===== src/design/bdm_pkg.sv =====
`timescale 1ns / 1ps
package bdm_pkg;
  localparam int PIX_W = 8;
  localparam int COL_W = 10;
  localparam int ROW_W = 13;
  localparam int HGT_W = 12;
  localparam int CFG_W = 12;
  localparam int TAPS = 5;
  localparam int LINE_W = 4 * PIX_W;
  localparam int SUM_W = 15;
  localparam int FIFO_DEPTH = 8;
  localparam int FIFO_AW = 3;
  localparam int FIFO_CW = 4;
  localparam logic [COL_W-1:0] MIN_WIDTH = 10'd5;
  localparam logic [HGT_W-1:0] MIN_HEIGHT = 12'd5;
  localparam int RESET_WIDTH = 390;
  localparam logic [HGT_W-1:0] RESET_HEIGHT = 12'd300;

  typedef logic [PIX_W-1:0] pix_t;
  typedef pix_t [TAPS-1:0] col_t;
  typedef col_t [TAPS-1:0] win_t;

  typedef enum logic {REG_WIDTH = 1'b0, REG_HEIGHT = 1'b1} reg_idx_t;
  typedef enum logic [1:0] {EV_REAL, EV_VIRT1, EV_VIRT2} ev_kind_t;
  typedef enum logic [2:0] {VS_NORM, VS_TOP0, VS_TOP1, VS_BOT0, VS_BOT1} vsel_t;
  typedef enum logic [1:0] {XS_MID, XS_LEFT0, XS_LEFT1} xsel_t;

  typedef struct packed {
    xsel_t xsel;
    logic  odd_row;
    logic  odd_col;
    logic  eor;
    logic  eof;
  } tag_t;

  typedef struct packed {
    pix_t       c;
    logic [8:0] h1;
    logic [8:0] h2;
    logic [8:0] v1;
    logic [8:0] v2;
    logic [9:0] dg;
  } sums_t;

  typedef struct packed {
    pix_t red;
    pix_t green;
    pix_t blue;
    logic end_of_row;
    logic end_of_frame;
  } rgb_t;
endpackage


===== src/design/bdm_cell.sv =====
`timescale 1ns / 1ps
module bdm_cell (
  input  logic          clk,
  input  logic          shift,
  input  bdm_pkg::col_t din,
  output bdm_pkg::col_t dout
);
  import bdm_pkg::*;

  col_t column;

  always_ff @(posedge clk) begin
    if (shift) begin
      column <= din;
    end
  end

  assign dout = column;
endmodule


===== config.mk =====
export PLATFORM = sky130hd
export DESIGN_NAME = bdm_cell
export DESIGN_NICKNAME = d
export VERILOG_FILES = /design/src/design/bdm_pkg.sv /design/src/design/bdm_cell.sv
export SDC_FILE = /design/constraint.sdc
export NUM_CORES = 1
export LEC_CHECK = 0
export ABC_AREA = 0
export BUFFER_PORTS_ARGS = -buffer_cell sky130_fd_sc_hd__buf_2
export CORE_UTILIZATION = 40
export DETAILED_ROUTE_END_ITERATION = 12
export GPL_ROUTABILITY_DRIVEN = 0
export PLACE_DENSITY = 0.83
export SLEW_MARGIN = 40
export SYNTH_ARGS = -nofsm -noshare
export SYNTH_HDL_FRONTEND = slang
export SYNTH_SLANG_ARGS = --single-unit

===== constraint.sdc =====
create_clock -name clk -period 0.8 [get_ports clk]
set_clock_uncertainty 0.05 [all_clocks]
set_input_delay 0.08 -clock clk [delete_from_list [all_inputs] [get_ports clk]]
set_output_delay 0.08 -clock clk [all_outputs]
set_load 0.02 [all_outputs]

Word-level counts from Yosys, hierarchy flattened:

Cells that the tools add are included.

* flip-flop bits (word level): 40
* bits of input ports: 42
* logic and storage cells: 5

Logic depth before layout (Yosys ltp):

* depth in word-level cells: 0
* mapped depth: 0
* depth with buffers taken out: 0

Worst setup path after synthesis:

Ideal clock, no wire load.

* path type: reg-to-output
* start: register column, in the netlist dout[0]
* end: output port dout[0] (netlist name)
* arrival: 0.449 ns
* path slack: 0.221 ns
* stages on the path, launching flop included: 1
* buffers on the path: 0
* path through: edfxtp_1

RTL lines
* start: declaration: RTL line bdm_cell.sv:10 `col_t column;`
* start signal: assignment: RTL line bdm_cell.sv:14 `column <= din;`
* end: declaration: RTL line bdm_cell.sv:6 `output bdm_pkg::col_t dout`

No word-level cell between the ends.

Worst setup path after layout:

* start: register column, in the netlist dout[26]
* end: output port dout[26] (netlist name)

No word-level cell between the ends.

==> results.rst <==
.. list-table::
   :header-rows: 1

   * - Metric
     - Value
   * - Result of the run
     - finished with violations
   * - Violated checks
     - design-rule violations, negative setup slack
   * - Proportion of total power due to net switching
     - 23.2%
   * - Cell total after placement
     - 154
   * - Initial DRC count
     - 25
   * - Max-cap violation count
     - 0
   * - Starting Density
     - 42.8%
   * - Average via count per standard cell
     - 4.39
   * - Number of enable-type register cells in the synthesized netlist
     - 40
   * - Max FFs per register
     - 40
   * - Critical setup path kind
     - register to output pin
   * - Cell at the root of the clock tree
     - sky130_fd_sc_hd__clkbuf_4
   * - Clk network pwr share
     - 21.2%
   * - Class of the tightest hold or removal check
     - input port to register
   * - Final Routed Wirelength
     - 2870 um
   * - First-pass GRT wire length
     - 4080 um
   * - Total area of multi-input combinational cells
     - 0 sq um
   * - Top-count cell post-synth
     - sky130_fd_sc_hd__edfxtp_1
   * - Combinational power share
     - 18.8%
   * - Worst-path clk slew
     - 0.10 ns
   * - Cells after synthesis
     - 40
   * - Synthesized area per cell
     - 30.0 sq um
   * - Arrival time of the worst setup path
     - 0.90 ns
   * - Antenna Diode Count
     - 0
   * - Clock buffers created by TritonCTS
     - 5
   * - Worst path max stage delay
     - 0.42 ns
   * - Max frequency
     - 0.970 GHz
   * - Simple-Gate Fraction of Synth Area
     - 0%
   * - Multiplexer share of the synthesized area
     - 0%
   * - Vias after detailed routing
     - 887
   * - Area contributors post-synth
     - sky130_fd_sc_hd__edfxtp_1
   * - Final Cell Area
     - 0.00230 sq mm
   * - Post-synth top area share
     - 100%
   * - Worst path buffer plus inverter count
     - 1
   * - Sequential cell area
     - 0.00120 sq mm
   * - Warning count from the yosys run
     - 0
   * - Critical Path Stages
     - 1
   * - Core area
     - 0.00281 sq mm
   * - Crit Path Max Fanout
     - 1
   * - I/O pins
     - 82
   * - Clock tree from TritonCTS
     - built
   * - Leakage power total
     - 0.980 nW
   * - Fraction of layout instances using a drive strength above 1
     - 51.5%
   * - Clock period minus worst slack
     - 1.03 ns
   * - Parity-gate share of the synthesized area counting xor and xnor cells
     - 0%
   * - Number of clock sinks seen by CTS
     - 40
   * - Net count after synthesis
     - 82
   * - Hold Crit Start
     - shift
   * - Post-synth design cell area
     - 0.00120 sq mm
   * - Count of multi-input combinational gates
     - 0
   * - Antenna violations before repair
     - 0
   * - GR Util All Layers
     - 18.6%
   * - Vias in the first global route
     - 956
   * - Post-synth top area cell
     - sky130_fd_sc_hd__edfxtp_1
   * - Max H-tree Level
     - 2
   * - Number of port buffers
     - 81
   * - Startpoint types
     - register
   * - Worst slew margin relative to its limit
     - 92.1%
   * - Layout overhead on the synthesized area
     - 91.8%
   * - Largest vdd supply drop
     - 1.45 mV
   * - Power density over cell area
     - 1850 mW/mm^2
   * - Sink of the worst hold path
     - dout[18]$_DFFE_PP_
   * - Largest buffer count on any clock path
     - 2
   * - Max-slew violation count
     - 0
   * - Required time of the worst setup path
     - 0.67 ns
   * - Largest net degree at the start of global routing
     - 23
   * - DIE WIDTH
     - 56.8 um
   * - Transition time of the tightest slew-check pin
     - 0.119 ns
   * - Pre-Repair DR Iteration Count
     - 8
   * - Primary FF master, synth
     - sky130_fd_sc_hd__edfxtp_1
   * - WL per Instance
     - 14.2 um
   * - Count of final setup violators
     - 40
   * - Post-synth top cells
     - sky130_fd_sc_hd__edfxtp_1
   * - Internal Pwr Total
     - 3.27 mW
   * - Placed cell area
     - 0.00169 sq mm
   * - Distinct cells, synth
     - 1
   * - Remaining number of nets flagged by the antenna check after routing
     - 0
   * - RSZ-0062 raised after global routing
     - yes
   * - Die height
     - 56.8 um
   * - PnR worst setup slack
     - -0.231 ns
   * - Worst hold path depth
     - 2
   * - Seq cells post-synth
     - 40
   * - Net total in the final layout
     - 212
   * - Final Hold Viols
     - 0
   * - Launch point of the worst path
     - dout[26]$_DFFE_PP_
   * - Dominant delay contributor by cell family on the critical path
     - flip-flops
   * - Fill cells
     - 163
   * - Global route overflow
     - 0
   * - Fraction of power consumed by sequential logic
     - 60.0%
   * - Net Sw Power
     - 0.986 mW
   * - Residual DRC
     - 8
   * - Share of synthesized flip-flops with an asynchronous set or reset
     - 0%
   * - Area fraction in compound gates after synthesis
     - 0%
   * - Post-CTS Setup Inserts
     - 0
   * - Post-route clock period utilization
     - 129%
   * - Cells along the critical path
     - buf_6
   * - Std cell rows
     - 19
   * - Fraction of the yosys area taken by sequential cells
     - 100%
   * - Die outline area
     - 0.00323 sq mm
   * - Post-synthesis share of cell area spent on full adders, half adders and majority gates
     - 0%
   * - Non-filler instance count after layout
     - 202
   * - Slowest cell on the critical path
     - sky130_fd_sc_hd__edfxtp_1
   * - Setup crit end kind
     - output pin
==> through the flow <==
stage / util [%] / total power [mW] / hold WS, ns / worst slack (ns) / TNS (ns)
after floorplan: - / 2.80 / 0.129 / 0.221 / 0
final: 82.1 / 4.26 / 0.134 / -0.231 / -7.95
after CTS: 77.7 / 4.19 / 0.118 / -0.246 / -8.69
after global placement: 60.1 / 3.08 / 0.207 / 0.0551 / 0
after global routing: 82.1 / 4.42 / 0.120 / -0.290 / -9.87
after detailed placement: 60.1 / 3.10 / 0.208 / 0.0474 / 0
==> area by class of cell <==
cell class / instances / share of cell area [%]
sequential: 40 / 52.1
timing repair buffer: 123 / 44.1
clock buffer: 7 / 1.96
tap: 31 / 1.68
clock inverter: 1 / 0.163
==> cells in the final DEF, fill, tap and decap left out <==
cell and n:
sky130_fd_sc_hd__buf_12 2, sky130_fd_sc_hd__buf_2 54, sky130_fd_sc_hd__buf_6 27, sky130_fd_sc_hd__clkbuf_1 2
sky130_fd_sc_hd__clkbuf_4 5, sky130_fd_sc_hd__clkinv_1 1, sky130_fd_sc_hd__dlygate4sd3_1 40, sky130_fd_sc_hd__edfxtp_1 40
==> logic make-up after synthesis <==
| group | count (synthesis) |
|---|---|
| DFF | 40 |
==> power by group through the flow <==
| stage | Sequential [mW] | Clock, mW | Combinational (mW) |
|---|---|---|---|
| detailed placement | 2.57 | 0 | 0.524 |
| finish | 2.55 | 0.902 | 0.801 |
| global placement | 2.57 | 0 | 0.515 |
| CTS | 2.53 | 0.951 | 0.707 |
| global route | 2.57 | 1.02 | 0.836 |
| floorplan | 2.80 | 0 | 0 |
==> per-layer routing <==
layer,part of all wire (%),GRT usage [%]
met1,30,15.4
met2,60,35.5
met3,5.8,5.07
met4,3.8,15.0
met5,0,0
==> how the worst max path moves through the flow <==
stage	to	slack [ns]
floorplan	dout[0]	0.22
global placement	dout[32]$_DFFE_PP_	0.06
detailed placement	dout[32]$_DFFE_PP_	0.05
CTS	dout[0]	-0.25
global route	dout[26]	-0.29
finish	dout[26]	-0.23
==> what timing repair did <==
action                                  4_1_cts  5_1_grt
gates resized for setup                      14       40
hold buffers                                 40        0
endpoints found under the setup margin       40       40
endpoints found under the hold margin        40        0
(Power assumes the default switching activity.)
