## src/design/bdm_pkg.sv

```systemverilog
`timescale 1ns / 1ps
package bdm_pkg;
  localparam int PIX_W = 8;
  localparam int COL_W = 10;
  localparam int ROW_W = 13;
  localparam int HGT_W = 12;
  localparam int CFG_W = 12;
  localparam int TAPS = 5;
  localparam int LINE_W = 4 * PIX_W;
  localparam int SUM_W = 15;
  localparam int FIFO_DEPTH = 8;
  localparam int FIFO_AW = 3;
  localparam int FIFO_CW = 4;
  localparam logic [COL_W-1:0] MIN_WIDTH = 10'd5;
  localparam logic [HGT_W-1:0] MIN_HEIGHT = 12'd5;
  localparam int RESET_WIDTH = 390;
  localparam logic [HGT_W-1:0] RESET_HEIGHT = 12'd300;

  typedef logic [PIX_W-1:0] pix_t;
  typedef pix_t [TAPS-1:0] col_t;
  typedef col_t [TAPS-1:0] win_t;

  typedef enum logic {REG_WIDTH = 1'b0, REG_HEIGHT = 1'b1} reg_idx_t;
  typedef enum logic [1:0] {EV_REAL, EV_VIRT1, EV_VIRT2} ev_kind_t;
  typedef enum logic [2:0] {VS_NORM, VS_TOP0, VS_TOP1, VS_BOT0, VS_BOT1} vsel_t;
  typedef enum logic [1:0] {XS_MID, XS_LEFT0, XS_LEFT1} xsel_t;

  typedef struct packed {
    xsel_t xsel;
    logic  odd_row;
    logic  odd_col;
    logic  eor;
    logic  eof;
  } tag_t;

  typedef struct packed {
    pix_t       c;
    logic [8:0] h1;
    logic [8:0] h2;
    logic [8:0] v1;
    logic [8:0] v2;
    logic [9:0] dg;
  } sums_t;

  typedef struct packed {
    pix_t red;
    pix_t green;
    pix_t blue;
    logic end_of_row;
    logic end_of_frame;
  } rgb_t;
endpackage

```

## src/design/bdm_out_fifo.sv

```systemverilog
`timescale 1ns / 1ps
module bdm_out_fifo (
  input  logic                        clk,
  input  logic                        rst,
  input  logic                        push,
  input  bdm_pkg::rgb_t               din,
  input  logic                        pop,
  output bdm_pkg::rgb_t               dout,
  output logic                        not_empty,
  output logic [bdm_pkg::FIFO_CW-1:0] count
);
  import bdm_pkg::*;

  rgb_t               entries [FIFO_DEPTH];
  logic [FIFO_AW-1:0] wr_ptr;
  logic [FIFO_AW-1:0] rd_ptr;

  always_ff @(posedge clk) begin
    if (push) begin
      entries[wr_ptr] <= din;
    end
  end

  always_ff @(posedge clk) begin
    if (rst) begin
      wr_ptr <= '0;
      rd_ptr <= '0;
      count  <= '0;
    end else begin
      if (push) begin
        wr_ptr <= wr_ptr + 1'b1;
      end
      if (pop) begin
        rd_ptr <= rd_ptr + 1'b1;
      end
      count <= count + FIFO_CW'(push) - FIFO_CW'(pop);
    end
  end

  assign dout      = entries[rd_ptr];
  assign not_empty = (count != '0);
endmodule

```

## config.mk

```make
export PLATFORM = sky130hd
export DESIGN_NAME = bdm_out_fifo
export DESIGN_NICKNAME = d
export VERILOG_FILES = /design/src/design/bdm_pkg.sv /design/src/design/bdm_out_fifo.sv
export SDC_FILE = /design/constraint.sdc
export NUM_CORES = 1
export LEC_CHECK = 0
export BUFFER_PORTS_ARGS = -buffer_cell sky130_fd_sc_hd__buf_2
export CORE_MARGIN = 8
export CORE_UTILIZATION = 54
export DETAILED_ROUTE_END_ITERATION = 10
export GPL_ROUTABILITY_DRIVEN = 0
export PLACE_DENSITY_LB_ADDON = 0.15
export SKIP_LAST_GASP = 1
export SYNTH_ARGS = -nofsm -noshare
export SYNTH_HDL_FRONTEND = slang
export SYNTH_SLANG_ARGS = --single-unit
```

## constraint.sdc

```tcl
create_clock -name clk -period 2.5 [get_ports clk]
set_input_delay 0.25 -clock clk [delete_from_list [all_inputs] [get_ports clk]]
set_output_delay 0.25 -clock clk [all_outputs]
set_load 0.1 [all_outputs]
```

# After elaboration in Yosys (flattened, before gate mapping)
# Memory sizes are Yosys's and may differ from the RTL's. A register that Yosys moved wholly into a read port is not among the register bits.
# Cells that the tools add are included.
totals:
  mem_bits_ro: 0
  in_bits: 30
  latch_bits: 0
  reg_bits: 10
  memories: 1
  mem_bits_rw: 208
classes:
  n_mux: 4
  multipliers: 0
  magnitude_cmp: 0
  bitwise_logic: 0
  n_shift: 0
  div_mod_pow: 0
  n_eq_ne: 0
  add_sub_neg: 4
  n_reduce_logical: 1
mem_list:
  columns: ["name", "words", "width", "read_ports", "rd_clocked_by_memory_dff", "wr", "line_no", "source"]
  rows:
  - ["entries", 8, 26, 1, 1, 1, "bdm_out_fifo.sv:14", "rgb_t entries [FIFO_DEPTH];"]
op_table:
  columns: ["operator", "n"]
  rows:
  - ["adder 3 x 1 -> 3 bit (second input constant)", 2]
  - ["2-to-1 mux 3 bit", 2]
  - ["adder 4 x 1 -> 4 bit", 1]
  - ["nonzero test 4 bit", 1]
  - ["subtractor 4 x 1 -> 4 bit", 1]
  - ["2-to-1 mux 1 bit", 2]

# Depth between registers and ports, before layout
logic_depth:
  word_depth: 3
  mapped_depth: 8
  mapped_depth_nobuf: 8

# Worst setup path before layout
# No wires, ideal clock.
synth_path:
  kind: "register to register"
  start: "reg wr_ptr[0]"
  end: "mem entries[0][0] in the netlist's numbering (enable)"
  required_ps: 2058
  synth_period_minus_slack_ps: 2763
  path_stages_with_launch: 3
  setup_slack_ps: -263
  arrival_time_ps: 2321
  path_buffers: 0
  cell_sequence: "dfxtp_1 -> nand2b_1 -> nor3_1"
synth_lines:
  columns: ["item", "line_no", "source"]
  rows:
  - ["from (decl)", "bdm_out_fifo.sv:15", "logic [FIFO_AW-1:0] wr_ptr;"]
  - ["from (signal assigned)", "bdm_out_fifo.sv:31", "wr_ptr <= wr_ptr + 1'b1;"]
  - ["to (decl)", "bdm_out_fifo.sv:14", null]
# Straight into the memory's write port.

==> impl_results.md <==
* Die X at 142 µm
* Synth Warn # at 0
* Pin count of the biggest net entering global routing at 38
* Dpl cells at 646
* Area Overhead vs Synth at 19.9%
* Hpwl dp at 9010 µm
* Grt total ovfl at 0
* Share of layout cells above drive strength 1 at 0.325
* Total chip power at 8.89 mW
* Ys flop type: edfxtp_1
* Vias per cell at 5.59
* Max transition margin at 0.649
* Min cycle time layout at 2.47 ns
* RSZ-0062 raised after global routing: true
* # diodes at 0
* Worst Hold Class: input pin to flip-flop
* CP Launch Type: flip-flop
* Final Cell Area at 10300 µm²
* Vias at 3843
* Crit-path max cell delay at 0.59 ns
* Max Clk Rate at 405 MHz
* Cells along the critical path: clkbuf_16 > mux4_1 > mux2_2 > buf_12
* CP Data Arrival Time at 2.22 ns
* CP max-delay cell: mux4_1
* Async S/R FF share, synth at 0
* Row count at 46
* Post-synthesis cell type count at 21
* CP endpoint kind: output port
* Non-Filler Instances at 687
* DRT antenna net count at 0
* Synth area leaders: edfxtp_1 (73%), mux4_1 (14%), mux2_2 (3.4%)
* CTS Root Cell: clkbuf_16
* Final wirelength at 15400 µm
* Final #Nets at 493
* Synthesized area at 8590 µm²
* Final core utilization at 0.656
* WP data required at 2.25 ns
* WL per Instance at 22.3 µm
* Slack of the critical path at 0.0319 ns
* Initial antenna violation count at 0
* CTS Buf Count at 22
* Worst path bufs/invs at 2
* CP Max Fanout at 18
* Part of the Yosys area used for sequential elements at 0.757
* Pleak at 3.47 nW
* Core ar. at 15700 µm²
* Post-synth EDFFs at 208
* Initial Util at 0.547
* Gr usage total at 0.153
* Cell count after synthesis at 369
* Max_cap viols at 0
* Setup TNS Final at 0 ns
* Most frequent cell after synthesis: edfxtp_1
* Synthesized net count at 407
* R2R Setup Slk at 0.76 ns
* Initial DRC Count at 167
* Final hold vios at 0
* Clk slew on worst S/H paths at 0.06 ns
* Final period util at 0.987
* First-pass GRT wire length at 23200 µm
* Kind of critical path: flip-flop to output port
* Vias in the first global route at 4031
* Post-synth top area share at 0.727
* Max H-tree Level at 1
* Slew Viols, Final at 0
* Latest clock arrival within the worst-skew pair at 0.49 ns
* Die height at 142 µm
* Longest Clk Path Bufs at 3
* Io pins at 61
* Endpoints failing setup at 0
* Least-Margin Pin Slew at 0.525 ns
* CTS tree: yes
* Critical path's top delay family: multiplexers
* Die footprint at 20200 µm²
* Skew final at 0.00737 ns
* DRC at 0
* Clock sinks at 221
* Placed cell area at 9530 µm²
* DR pass1 iterations at 4
* Number of port buffers at 60
* Register bit total from synthesis at 221
* Synth area leader: edfxtp_1
* Power density cells at 862 nW/µm²
* Hold slack at 0.0208 ns
* Setup Buffers After CTS at 0
* Top post-synthesis cells by count: edfxtp_1 (208), mux4_1 (46), mux2_2 (26)
* Avg Cell Area, Syn at 23.3 µm²
* VDD IR-drop max at 0.647 mV
* Pre-CTS WS at 0.451 ns
* Status: completed
[worst paths after layout]
| kind | startpoint | end | cells after the start |
|---|---|---|---|
| max | flip-flop | dout[2] | 4 |
| min | din[3] | entries[2][3]$_DFFE_PP_ | 1 |
| max reg2reg | wr_ptr[0]$_SDFFE_PP0P_ | entries[1][1]$_DFFE_PP_ | 3 |
| min reg2reg | wr_ptr[0]$_SDFFE_PP0P_ | wr_ptr[0]$_SDFFE_PP0P_ | 2 |
[logic make-up (layout without fill, tap and decap cells)]
group                      Yosys count  count (layout)  share of synthesized area
AOI/OAI and AO/OA                    4               4                    0.00277
xor gates and xnor gates             4               4                    0.00408
adders and majority gates            8               8                     0.0125
buffers and inverters               23             125                     0.0153
DFF                                221             221                      0.757
muxes                               80              80                      0.193
and+or+nand+nor                     29              29                     0.0150
[routing by layer]
| metal | part of all wire | global-route usage |
|---|---|---|
| met2 | 0.51 | 0.264 |
| met1 | 0.43 | 0.193 |
| met5 | 0 | 0 |
| met4 | 0.015 | 0.0447 |
| met3 | 0.054 | 0.0285 |
[state kept, by name (all words and copies together), names as in the netlist, named ones only]
name,count
entries,208
rd_ptr,3
wr_ptr,3
count,4
[layout by cell type (no fill, tap or decap)]
cell,netlist,final
edfxtp_1,208,208
mux4_1,46,46
buf_2,0,34
mux2_2,26,26
clkbuf_16,0,24
buf_4,0,22
buf_12,0,20
dfxtp_1,13,11
nor2_1,15,9
inv_1,7,7
ha_1,7,7
mux4_2,6,6
nor2_4,0,6
nand2b_1,5,5
clkinv_2,0,5
clkbuf_1,10,5
nand2_1,4,4
a21oi_1,3,3
xor2_1,3,3
clkinv_1,0,3
clkbuf_8,0,3
nor3_4,0,2
nand3_1,2,2
mux2i_1,2,2
dfxtp_2,0,2
nor2b_1,1,1
xnor2_1,1,1
a31o_2,1,1
fa_1,1,1
bufinv_16,0,1
buf_8,0,1
[worst reg2reg max path: stages, from the launching register on]
cell	delay (ns)
dfxtp_1	0.36
nand2_1	0.25
nor3_4	0.49
buf_4	0.34
[power by group]
group	internal [mW]	switching, mW	total [mW]
Sequential	4.15	0.0432	4.19
Combinational	0.478	1.07	1.55
Clock	1.87	1.27	3.15
Total	6.50	2.39	8.89
[layout make-up]
cell class                 count  area (µm²)
timing repair buffer          78         776
clock buffer                  31         636
clock inverter                 9        66.3
sequential                   221        6510
inverter                       7        26.3
multi-input combinational    125        2020
tap                          216         270
fill                        1048        5410
[timing repair]
action | in CTS | in global routing
hold buffers | 0 | 0
endpoints found under the setup margin | 17 | 23
cloned | 0 | 1
gates resized for setup | 0 | 30
Power figures use the tool's default switching activity.
