$ cat src/design/bdm_pkg.sv
`timescale 1ns / 1ps
package bdm_pkg;
  localparam int PIX_W = 8;
  localparam int COL_W = 10;
  localparam int ROW_W = 13;
  localparam int HGT_W = 12;
  localparam int CFG_W = 12;
  localparam int TAPS = 5;
  localparam int LINE_W = 4 * PIX_W;
  localparam int SUM_W = 15;
  localparam int FIFO_DEPTH = 8;
  localparam int FIFO_AW = 3;
  localparam int FIFO_CW = 4;
  localparam logic [COL_W-1:0] MIN_WIDTH = 10'd5;
  localparam logic [HGT_W-1:0] MIN_HEIGHT = 12'd5;
  localparam int RESET_WIDTH = 390;
  localparam logic [HGT_W-1:0] RESET_HEIGHT = 12'd300;

  typedef logic [PIX_W-1:0] pix_t;
  typedef pix_t [TAPS-1:0] col_t;
  typedef col_t [TAPS-1:0] win_t;

  typedef enum logic {REG_WIDTH = 1'b0, REG_HEIGHT = 1'b1} reg_idx_t;
  typedef enum logic [1:0] {EV_REAL, EV_VIRT1, EV_VIRT2} ev_kind_t;
  typedef enum logic [2:0] {VS_NORM, VS_TOP0, VS_TOP1, VS_BOT0, VS_BOT1} vsel_t;
  typedef enum logic [1:0] {XS_MID, XS_LEFT0, XS_LEFT1} xsel_t;

  typedef struct packed {
    xsel_t xsel;
    logic  odd_row;
    logic  odd_col;
    logic  eor;
    logic  eof;
  } tag_t;

  typedef struct packed {
    pix_t       c;
    logic [8:0] h1;
    logic [8:0] h2;
    logic [8:0] v1;
    logic [8:0] v2;
    logic [9:0] dg;
  } sums_t;

  typedef struct packed {
    pix_t red;
    pix_t green;
    pix_t blue;
    logic end_of_row;
    logic end_of_frame;
  } rgb_t;
endpackage

$ cat src/design/bdm_kernel.sv
`timescale 1ns / 1ps
module bdm_kernel (
  input  logic          clk,
  input  logic          rst,
  input  logic          tag_valid,
  input  bdm_pkg::tag_t tag_in,
  input  bdm_pkg::win_t window,
  output logic          rgb_valid,
  output bdm_pkg::rgb_t rgb,
  output logic [1:0]    inflight
);
  import bdm_pkg::*;

  function automatic pix_t round_clamp(input logic signed [SUM_W-1:0] s);
    logic signed [SUM_W-1:0] t;
    begin
      t = s + 15'sd8;
      if (t < 15'sd0) begin
        return 8'd0;
      end else if (t > 15'sd4095) begin
        return 8'd255;
      end
      return t[11:4];
    end
  endfunction

  logic  a_valid;
  tag_t  a_tag;
  logic  b_valid;
  tag_t  b_tag;
  sums_t b_sums;
  win_t  hw;
  sums_t sums_next;
  rgb_t  rgb_next;

  logic signed [SUM_W-1:0] sc, sh1, sh2, sv1, sv2, sdg;
  logic signed [SUM_W-1:0] g_rb, horiz, vert, diag;

  // horizontal mirror at the left edge
  always_comb begin
    case (a_tag.xsel)
      XS_LEFT0: begin
        hw[0] = window[4];
        hw[1] = window[3];
        hw[2] = window[2];
        hw[3] = window[3];
        hw[4] = window[4];
      end
      XS_LEFT1: begin
        hw[0] = window[2];
        hw[1] = window[1];
        hw[2] = window[2];
        hw[3] = window[3];
        hw[4] = window[4];
      end
      default: begin
        hw = window;
      end
    endcase
  end

  always_comb begin
    sums_next.c  = hw[2][2];
    sums_next.h1 = {1'b0, hw[1][2]} + {1'b0, hw[3][2]};
    sums_next.h2 = {1'b0, hw[0][2]} + {1'b0, hw[4][2]};
    sums_next.v1 = {1'b0, hw[2][1]} + {1'b0, hw[2][3]};
    sums_next.v2 = {1'b0, hw[2][0]} + {1'b0, hw[2][4]};
    sums_next.dg = {2'b0, hw[1][1]} + {2'b0, hw[3][1]} + {2'b0, hw[1][3]} + {2'b0, hw[3][3]};
  end

  always_comb begin
    sc  = $signed({7'b0, b_sums.c});
    sh1 = $signed({6'b0, b_sums.h1});
    sh2 = $signed({6'b0, b_sums.h2});
    sv1 = $signed({6'b0, b_sums.v1});
    sv2 = $signed({6'b0, b_sums.v2});
    sdg = $signed({5'b0, b_sums.dg});
    g_rb  = 15'sd8 * sc + 15'sd4 * (sh1 + sv1) - 15'sd2 * (sh2 + sv2);
    horiz = 15'sd10 * sc + 15'sd8 * sh1 - 15'sd2 * sh2 - 15'sd2 * sdg + sv2;
    vert  = 15'sd10 * sc + 15'sd8 * sv1 - 15'sd2 * sv2 - 15'sd2 * sdg + sh2;
    diag  = 15'sd12 * sc + 15'sd4 * sdg - 15'sd3 * (sh2 + sv2);
  end

  always_comb begin
    rgb_next.end_of_row   = b_tag.eor;
    rgb_next.end_of_frame = b_tag.eof;
    case ({b_tag.odd_row, b_tag.odd_col})
      2'b00: begin
        rgb_next.green = b_sums.c;
        rgb_next.red   = round_clamp(horiz);
        rgb_next.blue  = round_clamp(vert);
      end
      2'b11: begin
        rgb_next.green = b_sums.c;
        rgb_next.red   = round_clamp(vert);
        rgb_next.blue  = round_clamp(horiz);
      end
      2'b01: begin
        rgb_next.red   = b_sums.c;
        rgb_next.green = round_clamp(g_rb);
        rgb_next.blue  = round_clamp(diag);
      end
      default: begin
        rgb_next.blue  = b_sums.c;
        rgb_next.green = round_clamp(g_rb);
        rgb_next.red   = round_clamp(diag);
      end
    endcase
  end

  always_ff @(posedge clk) begin
    if (rst) begin
      a_valid   <= 1'b0;
      b_valid   <= 1'b0;
      rgb_valid <= 1'b0;
    end else begin
      a_valid   <= tag_valid;
      b_valid   <= a_valid;
      rgb_valid <= b_valid;
    end
  end

  always_ff @(posedge clk) begin
    a_tag  <= tag_in;
    b_tag  <= a_tag;
    b_sums <= sums_next;
    rgb    <= rgb_next;
  end

  assign inflight = {1'b0, a_valid} + {1'b0, b_valid} + {1'b0, rgb_valid};
endmodule

$ cat config.mk
export PLATFORM = sky130hd
export DESIGN_NAME = bdm_kernel
export DESIGN_NICKNAME = d
export VERILOG_FILES = /design/src/design/bdm_pkg.sv /design/src/design/bdm_kernel.sv
export SDC_FILE = /design/constraint.sdc
export NUM_CORES = 1
export LEC_CHECK = 0
export BUFFER_PORTS_ARGS = -buffer_cell sky130_fd_sc_hd__buf_4
export CAP_MARGIN = 20
export CORE_MARGIN = 2
export CORE_UTILIZATION = 52
export CTS_BUF_LIST = sky130_fd_sc_hd__clkbuf_2
export DETAILED_ROUTE_END_ITERATION = 7
export PLACE_DENSITY = 0.77
export SYNTH_ARGS = -nofsm -noshare
export SYNTH_HDL_FRONTEND = slang
export SYNTH_SLANG_ARGS = --single-unit
$ cat constraint.sdc
create_clock -name clk -period 15.6 [get_ports clk]
set_clock_uncertainty 0.1 [all_clocks]
set_input_delay 0.78 -clock clk [delete_from_list [all_inputs] [get_ports clk]]
set_output_delay 0.78 -clock clk [all_outputs]
set_load 0.02 [all_outputs]
After elaboration in Yosys (flattened, before gate mapping)
Index checks and enable logic that the tools add are counted.
- bits in registers: 93
- word-level logic and storage cells: 101
- add/sub/neg operators: 27
- $mul: 3
- order comparisons: 8
- equal/unequal tests: 4
- mux-type cells: 34
- reductions and logical operators: 2
- operators with widths (operator ; number):
    $pmux 72 s2 ; 1
    $mux 8 ; 16
    $pmux 24 s3 ; 1
    $gt 15x13->1 const B ; 4
    $lt 15x1->1 const B ; 4
    $add 15x5->15 const B ; 3
    $add 8x8->9 ; 5
    $add 15x10->15 ; 2
    $add 12x12->13 ; 2
    $add 9x9->10 ; 2
    $mux 1 ; 16
    $add 14x5->15 const B ; 1
    $add 15x13->15 ; 1
    $sub 14x12->15 ; 1
    $sub 14x15->15 ; 1
    $sub 15x11->15 ; 1
    $sub 15x12->15 ; 1
    $sub 13x10->14 ; 1
    $sub 13x12->14 ; 1
    $add 11x12->13 ; 1
    $mul 2x10->12 const A ; 1
    $mul 3x8->11 const A ; 1
    $add 10x8->10 ; 1
    $add 9x8->10 ; 1
    7 further kinds ; 9

Longest topological paths before layout
- depth after elaboration: 12
- depth in mapped cells: 26
- mapped depth without buffers: 26

Least setup slack after synthesis
Ideal clock, no wire load.
- path type: register to register
- from: register b_sums[47] (netlist name)
- to: register rgb[8] (netlist name)
- data arrival time: 5.733 ns
- path slack: 9.709 ns
- stages on the path, launching flop included: 23
- clock period less this slack: 5.891 ns
- cell sequence: dfxtp_1 ha_1 ha_1 fa_1 fa_1 ha_1 a21oi_1 nor2b_1 nor2_1 nor2_1 nor2_1 xnor2_1 fa_1 ha_1 ha_1 or3_1 o211ai_1 a21oi_1 xnor2_1 a31oi_1 nor2_1 a2111oi_0 o21a_1
- RTL lines (element ; line ; source):
    from (decl) ; bdm_kernel.sv:31 ; sums_t b_sums;
    from (signal assigned) ; bdm_kernel.sv:126 ; b_sums <= sums_next;
    to (signal assigned) ; bdm_kernel.sv:127 ; rgb <= rgb_next;
    to (decl) ; bdm_kernel.sv:9 ; output bdm_pkg::rgb_t rgb,

==> results.yml <==
drt:
  drtIter0Drc: 381
  drc: 0
  wl_per_cell_um: 15.82
  finalWirelength_mm: 26.55
  via_count: 9174
  final_antenna_net_count: 0
  vias_per_cell: 5.467
  first_pass_iters: 8
clocking:
  cts_tree: "built"
  cts_buffer_depth: 2
  root_buffer: "clkbuf_2"
  insertion_delay_ns: 0.61
  cts_setup_buffers: 0
  cts_hold_buf: 0
  cts.repair.resized: 0
  cts.sinks: 93
  cts-buffers-inserted: 9
  htreeDepth: 3
  path_clk_slew_ns: 0.25
critical_path:
  worstSetupStartpointType: "flip-flop"
  crit_required_ns: 16.04
  cp-end-kind: "flip-flop"
  cp.arrival_ns: 7.81
  crit_type: "reg2reg"
  critPathMaxFanout: 9
synthesis:
  netlist.area_leader.share_pct: 20.99
  syn_area_mm2: 0.01127
  yosysTopAreaCell: "ha_1"
  ys_warn_count: 0
  ys_seq_elements: 93
  async_flop_share_pct: 0
  syn-num-nets: 1748
  syn_area_per_cell_um2: 8.915
  synthTopCellsByArea: "ha_1, dfxtp_1, fa_1"
  ys.flop_type: "dfxtp_1"
  synth_edf_count: 0
  postSynthCellCount: 1264
  ys_types: 82
  seq_area_frac_synth_pct: 16.52
floorplanning:
  die_area_mm2: 0.02286
  die_w_um: 151.2
  rows: 53
  core_mm2: 0.02115
  start_util_pct: 53.27
  die_h_um: 151.2
  ioPinCount: 238
timing:
  setup_tns_ns: 0
  fmax_ghz: 0.1355
  final_max_slew_viol_count: 0
  maxSlewHeadroom_pct: 27.84
  setup_violations: 0
  hold_viol_final: 0
  rsz0062_at_grt: "no"
  period_share_pct: 47.30
  tightestPinTransition_ns: 1.068
  min_period_ns: 7.379
placement:
  place.gp.congestion: 0.9115
  place_hpwl_mm: 22.71
  port_buffers: 141
global_route:
  grt_pass1_wl_mm: 43.79
  grt_max_degree: 29
  track_usage_pct: 24.28
  grt_pass1_vias: 9373
  antenna_found_initial: 1
  grt_overflow: 0
status:
  outcome: "finished clean"
hold_path:
  hold_path.class: "in2reg"
final_layout:
  drive_above_1_share_pct: 13.41
  area.growth.synth_to_final_pct: 12.65
  num-nets-final: 1881
  mostFrequentLayoutCells: "inv_1, ha_1, buf_4"
  final_common_cell: "inv_1"
run:
  drv_cap: 0
## metrics by stage
stage | setup slack (ns) | instances | utilization [%] | hold slack, ns | area (um2)
finish | 8.221 | 1678 | 60.00 | 0.1661 | 12690
global route | 7.742 | 1678 | 60.00 | 0.1001 | 12690
CTS | 8.327 | 1677 | 59.99 | 0.1248 | 12690
detailed placement | 8.435 | 1661 | 59.57 | 0.2121 | 12600
global placement | 8.498 | 1661 | 59.57 | 0.2099 | 12600
floorplan | 9.709 | 1264 | - | 0.2096 | 11270
## layer usage
layer	wire (um)	up-vias	part of all wire [%]	GRT usage (%)
met5	0	-	0	0
met4	716	0	2.7	7.430
met3	1598	44	6.0	4.217
met2	12310	271	46	41.99
met1	11930	4260	45	30.89
li1	-	4599	-	-
## critical path, cell delays in order (launching register included)
cell	delay, ns
dfxtp_1	0.78
ha_1	0.37
ha_1	0.31
a21o_1	0.19
a21oi_1	0.23
o21bai_1	0.10
a21oi_1	0.24
xor2_1	0.27
fa_1	0.46
inv_1	0.07
ha_1	0.29
and3_1	0.18
a21oi_1	0.23
nand2_1	0.09
nor2_1	0.13
xnor2_1	0.15
ha_1	0.27
ha_1	0.30
ha_1	0.37
and2_1	0.18
o21ai_0	0.22
nand3b_1	0.14
a31oi_1	0.80
o21ai_0	0.41
a31oi_1	0.26
o211a_1	0.18
## final timing paths
check,from,end,slack [ns],depth (start not counted)
max,b_sums[48],rgb[20],8.22,25
min,tag_in[0],a_tag[0],0.17,1
max reg2reg,b_sums[48],rgb[20],8.22,25
min reg2reg,a_tag[3],b_tag[3],0.25,0
## kinds of logic (layout without fill, tap and decap cells)
family	after synthesis	after routing	synth area share, %
AO/OA/AOI/OAI	340	340	21.27
adder cells (fa/ha/maj)	275	275	36.26
buffers and inverters	240	378	8.006
AND/OR/NAND/NOR	211	211	9.760
XOR/XNOR	104	104	8.084
flip-flops	93	93	16.52
multiplexers	1	1	0.08883
other	0	1	0
## cell type report
class	instances	area, um2
multi-input cells	931	8504
fillers	1884	8461
flip-flops and latches	93	1862
repair buffers	142	1066
inverters	220	825.8
well taps	275	344.1
clock buffers	10	50.05
clock inverters	6	38.79
diodes	1	2.502
## state kept, by name, summed over array words and instances, names as in the netlist
| signal | cells |
|---|---|
| a_tag | 6 |
| a_valid | 1 |
| b_sums | 54 |
| b_tag | 4 |
| b_valid | 1 |
| rgb | 26 |
| rgb_valid | 1 |
## synth_stat cells (all sizes together), types with 8 or more instances
cell	number
inv	220
ha	189
dfxtp	93
fa	86
a21oi	83
nor2	68
xnor2	65
o21ai	58
xor2	39
nand2	33
a21o	32
a22oi	28
o21bai	27
nand3	19
clkbuf	18
nor2b	18
nor3	18
o21a	17
a22o	14
nand2b	14
a31oi	10
o211a	8
o211ai	8
Power is left out: the tool's default activity adds up to more than one toggle a clock period on the data nets, which glitch-free logic cannot reach.
